### src/hw/rtl/fpg_pkg.sv
package fpg_pkg;

  typedef enum logic [2:0] {
    ActSample   = 3'd0,
    ActFrameBeg = 3'd1,
    ActFrameEnd = 3'd2,
    ActBgTry    = 3'd3,
    ActBgEnd    = 3'd4,
    ActQuery    = 3'd5
  } action_e;

  typedef enum logic [1:0] {
    GradeLow    = 2'd0,
    GradeNormal = 2'd1,
    GradeHigh   = 2'd2,
    GradeOver   = 2'd3
  } grade_e;

  typedef enum logic [1:0] {
    CfgAvail   = 2'd0,
    CfgThermal = 2'd1,
    CfgMobile  = 2'd2,
    CfgLarge   = 2'd3
  } cfg_idx_e;

  typedef enum logic [1:0] {
    ClassBg      = 2'd0,
    ClassInter   = 2'd1,
    ClassFrame   = 2'd2
  } class_e;

  typedef enum logic [1:0] {
    ThermNominal  = 2'd0,
    ThermFair     = 2'd1,
    ThermSerious  = 2'd2,
    ThermCritical = 2'd3
  } therm_e;

  localparam int unsigned CfgIdxW  = 2;
  localparam int unsigned CfgDataW = 32;
  localparam int unsigned ScaledW  = 36;  // 32-bit value times at most 14

  localparam logic [31:0] LargeItemsReset = 32'(96 * 1024);
  localparam logic [3:0]  BoostOverload   = 4'd12;
  localparam logic [3:0]  BoostHigh       = 4'd6;
  localparam logic [ScaledW-1:0] ScaleSample = ScaledW'(10);
  localparam logic [ScaledW-1:0] ScaleLow    = ScaledW'(8);
  localparam logic [ScaledW-1:0] ScaleNormal = ScaledW'(11);
  localparam logic [ScaledW-1:0] ScaleHigh   = ScaledW'(14);
  localparam logic [1:0]  HelpersMax      = 2'd2;

  typedef struct packed {
    logic [2:0]  action;
    logic [31:0] elapsed_ns;
    logic [31:0] target_ns;
    logic [1:0]  job_class;
    logic [31:0] job_items;
  } in_beat_t;

  typedef struct packed {
    logic [1:0] helper_count;
    logic       granted;
    logic [1:0] frame_level;
    logic       boost_on;
    logic [7:0] frame_jobs;
    logic       background_busy;
  } out_beat_t;

endpackage

### src/hw/rtl/fpg_in_if.sv
interface fpg_in_if
  import fpg_pkg::*;
();
  logic     valid;
  logic     ready;
  in_beat_t data;

  modport source (output valid, output data, input ready);
  modport sink (input valid, input data, output ready);
endinterface

### src/hw/rtl/fpg_out_if.sv
interface fpg_out_if
  import fpg_pkg::*;
();
  logic      valid;
  logic      ready;
  out_beat_t data;

  modport source (output valid, output data, input ready);
  modport sink (input valid, input data, output ready);
endinterface

### src/hw/rtl/frame_pressure_helper_governor_unit.sv
// Channel  Dir  Modport  Beat payload
// -------  ---  -------  ----------------------------------------------------
// in_i     in   sink     action, elapsed_ns, target_ns, job_class, job_items
// out_o    out  source   helper_count, granted, frame_level, boost_on,
//                        frame_jobs, background_busy
// cfg      in   -        cfg_we_i / cfg_idx_i / cfg_data_i, write only
//
// One beat per cycle sustained while out_o takes its beats; the path is an input
// register that also holds the scaled interval products, then state update into
// the result register, so the next beat always sees the updated governor state.
// Async active-low reset clears both valid flags and the governor state and loads
// the config defaults. A stall on out_o holds both stages; in_i.ready drops only
// when both stages are full and out_o is not taking its beat.
module frame_pressure_helper_governor_unit
  import fpg_pkg::*;
#(
  parameter int unsigned MAX_FRAME_JOBS = 255
) (
  input  logic                clk_i,
  input  logic                rst_ni,
  fpg_in_if.sink              in_i,
  fpg_out_if.source           out_o,
  input  logic                cfg_we_i,
  input  logic [CfgIdxW-1:0]  cfg_idx_i,
  input  logic [CfgDataW-1:0] cfg_data_i
);

  // frame job count saturates at the parameter, never past 8 bits
  localparam int unsigned JobCapInt = (MAX_FRAME_JOBS < 255) ? MAX_FRAME_JOBS : 255;
  localparam logic [7:0]  JobCap    = 8'(JobCapInt);

  typedef struct packed {
    logic [2:0]         action;
    logic               sample_zero;
    logic [ScaledW-1:0] e10;
    logic [ScaledW-1:0] t8;
    logic [ScaledW-1:0] t11;
    logic [ScaledW-1:0] t14;
    logic [1:0]         job_class;
    logic [31:0]        job_items;
  } s1_t;

  // config registers
  logic [1:0]  avail_q;
  logic [1:0]  thermal_q;
  logic        mobile_q;
  logic [31:0] large_q;

  // governor state
  logic [1:0] grade_q, grade_d;
  logic [3:0] boost_q, boost_d;
  logic [7:0] jobs_q, jobs_d;
  logic       token_q, token_d;

  // pipeline
  logic      s1_valid_q;
  s1_t       s1_q;
  logic      out_valid_q;
  out_beat_t out_q, out_d;

  logic s1_adv, in_take;

  assign s1_adv  = s1_valid_q && (!out_valid_q || out_o.ready);
  assign in_take = in_i.valid && in_i.ready;

  assign in_i.ready  = !s1_valid_q || s1_adv;
  assign out_o.valid = out_valid_q;
  assign out_o.data  = out_q;

  always_ff @(posedge clk_i or negedge rst_ni) begin
    if (!rst_ni) begin
      avail_q   <= HelpersMax;
      thermal_q <= ThermNominal;
      mobile_q  <= 1'b0;
      large_q   <= LargeItemsReset;
    end else if (cfg_we_i) begin
      case (cfg_idx_i)
        CfgAvail:   avail_q   <= cfg_data_i[1:0];
        CfgThermal: thermal_q <= cfg_data_i[1:0];
        CfgMobile:  mobile_q  <= cfg_data_i[0];
        CfgLarge:   large_q   <= cfg_data_i;
        default: ;
      endcase
    end
  end

  // stage 1: capture and scale the interval sample
  always_ff @(posedge clk_i or negedge rst_ni) begin
    if (!rst_ni) begin
      s1_valid_q <= 1'b0;
    end else if (in_i.ready) begin
      s1_valid_q <= in_i.valid;
    end
  end

  always_ff @(posedge clk_i) begin
    if (in_take) begin
      s1_q.action      <= in_i.data.action;
      s1_q.sample_zero <= (in_i.data.elapsed_ns == '0) || (in_i.data.target_ns == '0);
      s1_q.e10         <= ScaledW'(in_i.data.elapsed_ns) * ScaleSample;
      s1_q.t8          <= ScaledW'(in_i.data.target_ns) * ScaleLow;
      s1_q.t11         <= ScaledW'(in_i.data.target_ns) * ScaleNormal;
      s1_q.t14         <= ScaledW'(in_i.data.target_ns) * ScaleHigh;
      s1_q.job_class   <= in_i.data.job_class;
      s1_q.job_items   <= in_i.data.job_items;
    end
  end

  // stage 2: grade, state update, helper policy
  logic [1:0] avail_sat;
  logic       bg_ok;
  logic       boost_act;
  logic [1:0] grade_new;
  logic [1:0] helpers;
  logic       grant;

  assign avail_sat = (avail_q == 2'd3) ? HelpersMax : avail_q;
  assign bg_ok     = (jobs_q == '0) && (thermal_q < ThermSerious) && (grade_q < GradeHigh);
  assign boost_act = (boost_q != '0);

  always_comb begin
    if (s1_q.e10 <= s1_q.t8) begin
      grade_new = GradeLow;
    end else if (s1_q.e10 <= s1_q.t11) begin
      grade_new = GradeNormal;
    end else if (s1_q.e10 <= s1_q.t14) begin
      grade_new = GradeHigh;
    end else begin
      grade_new = GradeOver;
    end
  end

  // policy checked in priority order; unused class three acts as interactive
  always_comb begin
    if (avail_sat == '0 || thermal_q == ThermCritical) begin
      helpers = '0;
    end else if (s1_q.job_class == ClassBg) begin
      helpers = {1'b0, bg_ok};
    end else if (thermal_q == ThermSerious) begin
      helpers = {1'b0, !mobile_q};
    end else if (mobile_q) begin
      if (s1_q.job_class == ClassFrame) begin
        if (grade_q == GradeOver) begin
          helpers = avail_sat;
        end else begin
          helpers = {1'b0, (grade_q == GradeHigh) || boost_act};
        end
      end else begin
        helpers = {1'b0, boost_act};
      end
    end else if (s1_q.job_class == ClassFrame && s1_q.job_items >= large_q) begin
      helpers = avail_sat;
    end else begin
      helpers = 2'd1;
    end
  end

  always_comb begin
    grade_d = grade_q;
    boost_d = boost_q;
    jobs_d  = jobs_q;
    token_d = token_q;
    grant   = 1'b0;
    case (s1_q.action)
      ActSample: begin
        if (!s1_q.sample_zero) begin
          grade_d = grade_new;
          if (grade_new == GradeOver) begin
            boost_d = BoostOverload;
          end else if (grade_new == GradeHigh) begin
            if (boost_q < BoostHigh) boost_d = BoostHigh;
          end else if (boost_act) begin
            boost_d = boost_q - 4'd1;
          end
        end
      end
      ActFrameBeg: begin
        if (jobs_q < JobCap) jobs_d = jobs_q + 8'd1;
      end
      ActFrameEnd: begin
        if (jobs_q != '0) jobs_d = jobs_q - 8'd1;
      end
      ActBgTry: begin
        if (bg_ok && !token_q) begin
          token_d = 1'b1;
          grant   = 1'b1;
        end
      end
      ActBgEnd: begin
        token_d = 1'b0;
      end
      default: ;
    endcase

    out_d.helper_count    = (s1_q.action == ActQuery) ? helpers : '0;
    out_d.granted         = grant;
    out_d.frame_level     = grade_d;
    out_d.boost_on        = (boost_d != '0);
    out_d.frame_jobs      = jobs_d;
    out_d.background_busy = token_d;
  end

  always_ff @(posedge clk_i or negedge rst_ni) begin
    if (!rst_ni) begin
      grade_q     <= GradeNormal;
      boost_q     <= '0;
      jobs_q      <= '0;
      token_q     <= 1'b0;
      out_valid_q <= 1'b0;
    end else begin
      if (s1_adv) begin
        grade_q <= grade_d;
        boost_q <= boost_d;
        jobs_q  <= jobs_d;
        token_q <= token_d;
      end
      if (s1_adv) begin
        out_valid_q <= 1'b1;
      end else if (out_o.ready) begin
        out_valid_q <= 1'b0;
      end
    end
  end

  always_ff @(posedge clk_i) begin
    if (s1_adv) out_q <= out_d;
  end

  // checks
  a_jobs_capped: assert property (@(posedge clk_i) disable iff (!rst_ni)
    jobs_q <= JobCap)
    else $error("frame job count above cap");

  a_boost_range: assert property (@(posedge clk_i) disable iff (!rst_ni)
    boost_q <= BoostOverload)
    else $error("boost hold out of range");

  a_grant_holds_token: assert property (@(posedge clk_i) disable iff (!rst_ni)
    out_valid_q && out_q.granted |-> out_q.background_busy)
    else $error("grant without token held");

  a_helpers_query_only: assert property (@(posedge clk_i) disable iff (!rst_ni)
    s1_adv && (s1_q.action != ActQuery) |=> out_q.helper_count == '0)
    else $error("helper count on a non-query beat");

  a_over_sets_boost: assert property (@(posedge clk_i) disable iff (!rst_ni)
    s1_adv && (grade_d == GradeOver) && (grade_q != GradeOver) |=> boost_q != '0)
    else $error("overload entered without boost");

endmodule
### src/flat_wrapper.sv
// flat-port wrapper written by rule: the top's interface ports become plain ports
module frame_pressure_helper_governor_unit_flat import fpg_pkg::*;
#(
  parameter int unsigned MAX_FRAME_JOBS = 255
)
  (clk_i, rst_ni, cfg_we_i, cfg_idx_i, cfg_data_i, in_i_valid, in_i_data, in_i_ready, out_o_valid, out_o_data, out_o_ready);
  fpg_in_if in_i_i ();
  fpg_out_if out_o_i ();
  input  logic clk_i;
  input  logic rst_ni;
  input  logic cfg_we_i;
  input  logic [CfgIdxW-1:0] cfg_idx_i;
  input  logic [CfgDataW-1:0] cfg_data_i;
  input wire logic [$bits(in_i_i.valid)-1:0] in_i_valid;
  input wire logic [$bits(in_i_i.data)-1:0] in_i_data;
  output wire logic [$bits(in_i_i.ready)-1:0] in_i_ready;
  output wire logic [$bits(out_o_i.valid)-1:0] out_o_valid;
  output wire logic [$bits(out_o_i.data)-1:0] out_o_data;
  input wire logic [$bits(out_o_i.ready)-1:0] out_o_ready;
  assign in_i_i.valid = in_i_valid;
  assign in_i_i.data = in_i_data;
  assign in_i_ready = in_i_i.ready;
  assign out_o_valid = out_o_i.valid;
  assign out_o_data = out_o_i.data;
  assign out_o_i.ready = out_o_ready;
  frame_pressure_helper_governor_unit #(.MAX_FRAME_JOBS(MAX_FRAME_JOBS)) u_core (.clk_i(clk_i), .rst_ni(rst_ni), .in_i(in_i_i), .out_o(out_o_i), .cfg_we_i(cfg_we_i), .cfg_idx_i(cfg_idx_i), .cfg_data_i(cfg_data_i));
endmodule
### config.mk
export PLATFORM = sky130hd
export DESIGN_NAME = frame_pressure_helper_governor_unit_flat
export DESIGN_NICKNAME = d
export VERILOG_FILES = /design/src/hw/rtl/fpg_pkg.sv /design/src/hw/rtl/fpg_in_if.sv /design/src/hw/rtl/fpg_out_if.sv /design/src/hw/rtl/frame_pressure_helper_governor_unit.sv /design/src/flat_wrapper.sv
export SDC_FILE = /design/constraint.sdc
export NUM_CORES = 1
export LEC_CHECK = 0
export BUFFER_PORTS_ARGS = -buffer_cell sky130_fd_sc_hd__buf_2
export CAP_MARGIN = 25
export CORE_MARGIN = 2
export CORE_UTILIZATION = 57
export DETAILED_ROUTE_END_ITERATION = 8
export GPL_ROUTABILITY_DRIVEN = 0
export PLACE_DENSITY = 0.77
export RECOVER_POWER = 25
export SYNTH_ARGS = -nofsm -noshare
export SYNTH_HDL_FRONTEND = slang
export SYNTH_SLANG_ARGS = --single-unit
### constraint.sdc
create_clock -name clk_i -period 10.57 [get_ports clk_i]
set_clock_uncertainty 0.05 [all_clocks]
set_input_delay 2.114 -clock clk_i [delete_from_list [all_inputs] [get_ports clk_i]]
set_output_delay 2.114 -clock clk_i [all_outputs]
set_load 0.005 [all_outputs]
### Yosys cells after proc, flatten, opt, wreduce, memory -nomap -nowiden

Cells that the tools add are included.

| storage, ports and cells | value |
|---|---|
| register bits after elaboration | 245 |
| input bits | 140 |
| output and inout port bits | 17 |
| logic and storage cells | 114 |

| cells by class | value |
|---|---|
| $add $sub $neg | 3 |
| $mul | 3 |
| magnitude comparators | 8 |
| eq/ne operators | 16 |
| mux-type cells | 26 |
| bitwise gates (word level) | 1 |
| reductions and logical operators | 32 |

Operator list:

| operator | count |
|---|---|
| 36-bit <= comparator | 2 |
| 32-bit by 3-bit multiplier with 35-bit output, second input constant | 2 |
| 32-bit zero test | 2 |
| 36-bit by 35-bit <= comparator with 1-bit output | 1 |
| 32-bit by 4-bit multiplier with 36-bit output, second input constant | 1 |
| 32-bit greater-or-equal comparator | 1 |
| 4-bit 2-to-1 mux | 6 |
| 2-bit equality test, second input constant | 10 |
| 2-bit 2-to-1 mux | 9 |
| 8-bit 2-to-1 mux | 2 |
| 8-bit one-hot mux with 2 select lines | 1 |
| 8-bit by 1-bit adder with 8-bit output, second input constant | 1 |
| 8-bit zero test | 1 |
| 8-bit < comparator, second input constant | 1 |
| 2-bit AND reduction | 4 |
| 4-bit nonzero test | 2 |
| 8-bit nonzero test | 1 |
| 8-bit by 1-bit subtractor with 8-bit output, second input constant | 1 |
| 1-bit 2-to-1 mux | 7 |
| 3-bit by 2-bit equality test with 1-bit output, second input constant | 2 |
| 3-bit equality test, second input constant | 2 |
| 1-bit logical AND | 6 |
| 2-bit zero test | 3 |
| 1-bit logical OR | 5 |
| 12 further kinds | 16 |

### Depth between registers and ports, before layout

Gate-level depths: netlist (run 1).

| logic depth | value |
|---|---|
| word-level depth | 10 |
| depth in mapped cells | 17 |
| depth with buffers taken out | 16 |

### Worst setup path after synthesis (run 1)

OpenSTA, ideal clock, no wires.

| timing path | value |
|---|---|
| kind | input to register |
| from | in out_o_ready |
| to | reg u_core.s1_q[0] (netlist name), enable pin |
| library setup time | 0.555 ns |
| arrival time | 6.249 ns |
| data required time | 9.965 ns |
| path slack | 3.716 ns |
| cell stages on the path | 2 |
| path buffers | 0 |
| path through | nand3b_1 > and2_1 |

| on the way | value |
|---|---|
| word-level cells in the longest chain between the ends | 4 |

RTL lines:

| element | line | source |
|---|---|---|
| start, declared | flat_wrapper.sv:19 | `input wire logic [$bits(out_o_i.ready)-1:0] out_o_ready;` |
| 1-bit logical OR | frame_pressure_helper_governor_unit.sv:63 | `assign s1_adv = s1_valid_q && (!out_valid_q \|\| out_o.ready);` |
| 1-bit logical AND | frame_pressure_helper_governor_unit.sv:63 |  |
| 1-bit logical OR | frame_pressure_helper_governor_unit.sv:66 | `assign in_i.ready = !s1_valid_q \|\| s1_adv;` |
| 1-bit logical AND | frame_pressure_helper_governor_unit.sv:64 | `assign in_take = in_i.valid && in_i.ready;` |
| via u_core.in_take | frame_pressure_helper_governor_unit.sv:61 | `logic s1_adv, in_take;` |
| end, declared | frame_pressure_helper_governor_unit.sv:57 | `s1_t s1_q;` |

The timed path passes the listed nets, and every way through them passes these cells.
A chain may end at the register's enable or synchronous reset.

### Worst setup path in the final report (run 1)

| timing path | value |
|---|---|
| from | in in_i_data[48] |
| to | reg u_core.s1_q[104] (netlist name) (data pin) |

| on the way | value |
|---|---|
| word-level cells in the longest chain between the ends | 1 |

RTL lines:

| element | line | source |
|---|---|---|
| start, declared | flat_wrapper.sv:15 | `input wire logic [$bits(in_i_i.data)-1:0] in_i_data;` |
| 32-bit by 4-bit multiplier with 36-bit output | frame_pressure_helper_governor_unit.sv:102 | `s1_q.t11 <= ScaledW'(in_i.data.target_ns) * ScaleNormal;` |

No other way between the ends.

==> results of run 1 <==
==> worst min path at each step <==
stage | end | from | cells past startpoint
after global placement | u_core.out_o.valid | u_core.s1_valid_q | 1
after global routing | u_core.out_o.valid | u_core.s1_valid_q | 1
after CTS | u_core.out_o.valid | u_core.s1_valid_q | 1
after floorplan | u_core.out_o.valid | u_core.s1_valid_q | 1
final | u_core.out_o.valid | u_core.s1_valid_q | 1
after detailed placement | u_core.large_q[2] | u_core.large_q[2] | 1
==> worst max-delay path: cells and delay by family <==
| family | cells | cell delay (ns) |
|---|---|---|
| compound gates | 10 | 2.52 |
| fa+ha+maj | 3 | 1.25 |
| buf+inv | 3 | 0.33 |
| xor+xnor | 1 | 0.11 |
==> layout by cell type, fill, tap and decap left out, types with 5 or more instances in the layout <==
| cell type | netlist | layout |
|---|---|---|
| a211oi_1 | 5 | 5 |
| a21o_1 | 79 | 79 |
| a21oi_1 | 117 | 117 |
| a31oi_1 | 15 | 15 |
| and2_1 | 9 | 7 |
| and3_1 | 13 | 13 |
| and4_1 | 6 | 6 |
| buf_2 | 0 | 120 |
| clkbuf_1 | 10 | 43 |
| clkbuf_16 | 0 | 27 |
| clkinv_1 | 1 | 6 |
| dfrtp_1 | 50 | 50 |
| edfxtp_1 | 188 | 188 |
| fa_1 | 62 | 62 |
| ha_1 | 315 | 315 |
| inv_1 | 320 | 320 |
| mux2_2 | 51 | 51 |
| nand2_1 | 61 | 61 |
| nand2b_1 | 27 | 27 |
| nand3_1 | 22 | 22 |
| nand4_1 | 33 | 33 |
| nor2_1 | 82 | 82 |
| nor2b_1 | 16 | 16 |
| nor3_1 | 21 | 21 |
| nor4_1 | 14 | 14 |
| o211ai_1 | 12 | 12 |
| o21a_1 | 24 | 24 |
| o21ai_0 | 76 | 76 |
| o21bai_1 | 11 | 11 |
| o221ai_1 | 5 | 5 |
| o31a_1 | 5 | 5 |
| o31ai_1 | 6 | 6 |
| or2_2 | 6 | 6 |
| or3_1 | 8 | 8 |
| or4_1 | 6 | 6 |
| xnor2_1 | 62 | 62 |
| xor2_1 | 16 | 16 |
==> cell type report <==
cell class / count / area share (%)
tap: 442 / 2.61
clock buffer: 35 / 3.42
inverter: 321 / 5.69
timing repair buffer: 161 / 3.69
multi-input combinational: 1246 / 51.0
sequential: 242 / 33.0
clock inverter: 14 / 0.590
==> routing by layer <==
layer	share of wire, %	GRT usage, %
met1	46	33.0
met2	46	39.6
met3	4.4	2.31
met4	4.0	9.34
met5	0.060	0
==> flip-flops by register name, indices dropped and copies added (netlist names) <==
signal              cells
u_core.s1_valid_q       1
u_core.boost_q          4
u_core.out_o.data      15
u_core.s1_q           173
u_core.avail_q          2
u_core.grade_q          2
u_core.large_q         32
u_core.mobile_q         1
u_core.token_q          1
u_core.jobs_q           8
u_core.out_o.valid      1
u_core.thermal_q        2
==> power groups by stage <==
stage	logic, mW	clock network [mW]	registers, mW
4_1_cts	1.34	0.931	1.37
5_1_grt	1.52	0.964	1.40
3_3_place_gp	1.26	0	1.38
6_report	1.34	0.910	1.37
2_1_floorplan	0.998	0	1.35
3_5_place_dp	1.32	0	1.39
==> logic make-up (layout without fill, tap and decap cells) <==
family | count (synthesis) | in the layout | share of synthesized area, %
AO/OA/AOI/OAI | 397 | 397 | 13.4
XOR/XNOR | 78 | 78 | 3.58
adder cells (fa/ha/maj) | 377 | 377 | 27.2
buffers and inverters | 335 | 531 | 6.64
flip-flops | 242 | 242 | 36.7
multiplexers | 53 | 53 | 3.12
AND/OR/NAND/NOR | 341 | 341 | 9.31
==> metrics by stage <==
step                instances  hold slack [ns]  worst slack [ns]  cell area (um2)
global route             2461            0.462              4.23            21200
global placement         2411            0.420              4.30            20400
floorplan                1823            0.407              3.72            19100
CTS                      2460            0.446              4.63            21200
detailed placement       2411            0.443              4.13            20400
finish                   2461            0.441              4.46            21200
==> results.toml, run 1 <==
[route]
drt_iter0_drc = 795
dr.pass1.iters = 5
wl_um = 41600
vias = 13930
drt-vias-per-instance = 5.66
ant_nets = 0
wl_per_cell_um = 16.9
drc = 0

[setup_path]
critPathCapture = "u_core.s1_q[104]"
critPathLaunchType = "primary input"
worstPathMaxFanout = 7
path_class = "primary input to flop"
worst_r2r_path_depth = 12
worstReg2RegStart = "u_core.s1_q[155]"
slowest_stage = "fa_1"
r2r_slack_ns = 6.64
path_cells = "clkbuf_1 > ha_1 > inv_1 > fa_1 > inv_1 > ha_1 > a21o_1 > a311oi_1 > a21oi_1 > a221o_1 > o31a_1 > a221oi_2 > o21ai_1 > o41ai_2 > o21bai_1 > a21oi_1 > xnor2_1"
max_stage_delay_ns = 0.51
endpoint_kind = "flop"
crit_start = "in_i_data[48]"
cp.required_ns = 10.79
reg2reg_to = "u_core.out_o.data[9]"
arrival_ns = 6.33

[finish]
seq_area_mm2 = 0.00700
n_fill_cell = 2581
final_util_pct = 64.8
multi_input_area_mm2 = 0.0108
drive_gt1_share_pct = 11.5
syn_to_final_growth_pct = 11.2
nNetsFinal = 2516
antenna-diode-count = 0

[power]
power.leakage_nw = 10.2
clkPwrFrac_pct = 25.1
pwr-share-seq_pct = 37.9
combPwrFrac_pct = 37.0
total_power_mw = 3.63
swShare_pct = 34.3
p_int_mw = 2.38
peakVddDrop_v = 0.000107
p_sw_mw = 1.24
pwr_density_cell_mw_per_mm2 = 171

[sta]
min_period_over_period_pct = 57.8
rsz0062_at_grt = "false"
worst_pin_slew_ns = 3.05
setup_tns_ns = 0
hold_viol_final = 0
setup_viol = 0
slew_violations = 55
relSlewSlack_pct = -103
fin_crit_ns = 6.11
clock.fmax_mhz = 164

[grt]
grt_pass1_vias = 14328
overflow = 0
grt_max_degree = 72
antenna_found_initial = 2
grt_util_all_layers_pct = 24.1
grt_pass1_wl_um = 69200

[clock_tree]
cts_buffers = 27
ctsResizeCount = 0
clockRootBuffer = "clkbuf_16"
cts_tree = "built"
htree_levels = 1
cts_hold_buf = 0
worstSkewPairLatency_ns = 0.53
cts_sinks = 242
path_clk_slew_ns = 0.06
clock_path_buffers = 3
post-cts-setup-buffers = 0

[placement]
dpl.hpwl_um = 32700
portBuffers = 156

[die]
die_area_mm2 = 0.0349
fp.dieH_um = 187
fp-row-count = 66
initial_utilization_pct = 58.3
coreArea_mm2 = 0.0327
die_x_um = 187
io_pins = 157

[outcome]
status = "finished with violations"
failed_checks = "capacitance limit, slew limit"

[yosys]
ys.flop_type = "edfxtp_1"
synth_top_cell_by_area = "edfxtp_1"
synth_seq_cells = 242
yosysMostFrequentCell = "inv_1"
async_flop_share_pct = 22.3
synth_cells = 1823
syn_avg_cell_area_um2 = 10.5
yosys.cell_types.count = 70
synth_area_mm2 = 0.0191
ys_seq_area_share_pct = 36.7
synth_edf_count = 188
synthTopCellsByCount = "inv_1, ha_1, edfxtp_1"
synth_fp_nets = 2340
yosysWarnings = 0
yosys-top-cells-area = "edfxtp_1, ha_1, dfrtp_1, fa_1, inv_1"
yosys.area.top_type_share_pct = 29.6

[hold_path]
min_path_type = "flop to flop"

[run]
drv_cap = 1
Note: power is estimated with default switching activity, not from simulation.
==> run 2: changes to the inputs <==
Settings changed: CORE_UTILIZATION 57 to 56, PLACE_DENSITY 0.77 to 0.78.
Clock period 10.57 ns to 5.16 ns, I/O delays scaled along.
==> results.toml, run 2 (synthesized netlist as in run 1, its figures left out) <==
[grt]
antenna_found_initial = 1
grt_pass1_wl_um = 70500
overflow = 0
grt_pass1_vias = 14590
grt_util_all_layers_pct = 24.3
grt_max_degree = 92

[setup_path]
cpLargestDelayFamily = "compound AO/OA/AOI/OAI gates"
path_class = "primary input to flop"
cp.required_ns = 5.39
critPathLaunchType = "primary input"
endpoint_kind = "flop"
max_stage_delay_ns = 0.47
worst_r2r_path_depth = 12
arrival_ns = 5.03
path_buf_inv = 3
r2r_slack_ns = 1.27
worstReg2RegStart = "u_core.s1_q[152]"
slowest_stage = "fa_1"
path_cells = "clkbuf_1 > ha_1 > inv_1 > fa_1 > inv_1 > ha_1 > nor2b_1 > o31a_1 > o21ai_0 > a21oi_1 > o31a_1 > a221oi_2 > o21ai_1 > o41ai_2 > o21bai_1 > a21oi_1 > xnor2_1"
reg2reg_to = "u_core.out_o.data[9]"
worstPathMaxFanout = 8

[route]
wl_met1_um = 18700
wl_met3_um = 2460
dr.pass1.iters = 6
drt_iter0_drc = 830
ant_nets = 0
wl_um = 42800
wl_per_cell_um = 17.3
vias = 14100
top_layer_used = "met4"
drt-vias-per-instance = 5.69
drc = 0
wl_met2_um = 20200

[outcome]
status = "finished with violations"
failed_checks = "capacitance limit, slew limit"

[finish]
n_fill_cell = 2643
multi_input_area_mm2 = 0.0108
nNetsFinal = 2527
largest-register = "u_core.s1_q"
final_cell_mix = "inv_1, ha_1, edfxtp_1"
finish.instance_area_mm2 = 0.0212
seq_area_mm2 = 0.00700
largest_reg_flops = 173
final_common_cell = "inv_1"
drive_gt1_share_pct = 12.1
syn_to_final_growth_pct = 11.4

[clock_tree]
clock_path_buffers = 3
cts_tree = "built"
ctsResizeCount = 0
cts_buffers = 27
htree_levels = 1
worstSkewPairLatency_ns = 0.53
cts_hold_buf = 0
clockRootBuffer = "clkbuf_16"
post-cts-setup-buffers = 0
path_clk_slew_ns = 0.06
cts_sinks = 242

[die]
initial_utilization_pct = 56.9
io_pins = 157
fp-row-count = 67
die_x_um = 189
die_area_mm2 = 0.0355
coreArea_mm2 = 0.0335
fp.dieH_um = 189

[placement]
dp_slack_ns = 0.0638
place_area_mm2 = 0.0205
portBuffers = 156
dpl.hpwl_um = 33500

[hold_path]
whs_path_depth = 1
min_path_type = "flop to flop"
hp-start = "u_core.large_q[13]"
hold_end = "u_core.large_q[13]"

[sta]
worst_pin_slew_ns = 3.03
layout_setup_ws_ns = 0.363
setup_tns_ns = 0
slew_violations = 55
rsz0062_at_grt = "false"
setup_viol = 0
hold_viol_final = 0
min_period_over_period_pct = 93.0
fin_crit_ns = 4.80
relSlewSlack_pct = -102
clock.fmax_mhz = 208
whs_ns = 0.457

[power]
peakVddDrop_v = 0.000237
pwr_density_cell_mw_per_mm2 = 348
total_power_mw = 7.38
power.leakage_nw = 10.3

[run]
drv_cap = 1
[run 2: cell count changes in the layout (fill, tap and decap cells not counted), moves of 2 or more]
| cell | previous run | this run |
|---|---|---|
| buf_4 | 3 | 8 |
| clkinv_4 | 0 | 2 |
| clkinv_1 | 6 | 4 |
| clkinv_2 | 3 | 5 |
| clkbuf_8 | 2 | 0 |
| buf_2 | 120 | 127 |
[run 2: worst max-delay path by stage]
stage	startpoint	depth (start not counted)	to	slack, ns
after detailed placement	in_i_data[49]	17	u_core.s1_q[104]	0.06
after CTS	in_i_data[49]	17	u_core.s1_q[104]	0.63
final	in_i_data[36]	17	u_core.s1_q[104]	0.36
after global placement	in_i_data[48]	17	u_core.s1_q[104]	0.15
after global routing	in_i_data[36]	17	u_core.s1_q[103]	0.18
after floorplan	in_i_data[46]	17	u_core.s1_q[104]	0.42
[run 2: routing by layer]
layer	GRT usage [%]	vias up
li1	-	6825
met5	0	-
met3	2.48	90
met4	8.62	0
met1	32.5	6734
met2	41.4	451
[run 2: final cells by class]
class | count | share of cell area (%)
Multi-Input combinational cell | 1246 | 50.8
Timing Repair Buffer | 172 | 4.08
Sequential cell | 242 | 33.0
Tap cell | 448 | 2.64
Antenna cell | 1 | 0.0118
Inverter | 321 | 5.67
Clock buffer | 34 | 3.30
Clock inverter | 14 | 0.501
[run 2: where the power goes]
part | switching (mW) | total [mW] | internal [mW]
clock network | 0.768 | 1.78 | 1.01
logic | 1.57 | 2.79 | 1.23
registers | 0.230 | 2.81 | 2.58
total | 2.56 | 7.38 | 4.82
[run 2: worst reg2reg max path, delay by kind of cell, from the launching register on]
kind                     cells  cell delay [ns]
AND/OR/NAND/NOR              5             1.80
AO/OA/AOI/OAI                6             0.99
adder cells (fa/ha/maj)      1             0.35
flip-flops                   1             0.46
[run 2: per-stage QoR]
| step | instances | util [%] |
|---|---|---|
| final | 2478 | 63.4 |
| after global routing | 2477 | 63.3 |
| after CTS | 2476 | 63.5 |
| after detailed placement | 2428 | 61.1 |
| after global placement | 2428 | 61.1 |
| after floorplan | 1823 | - |
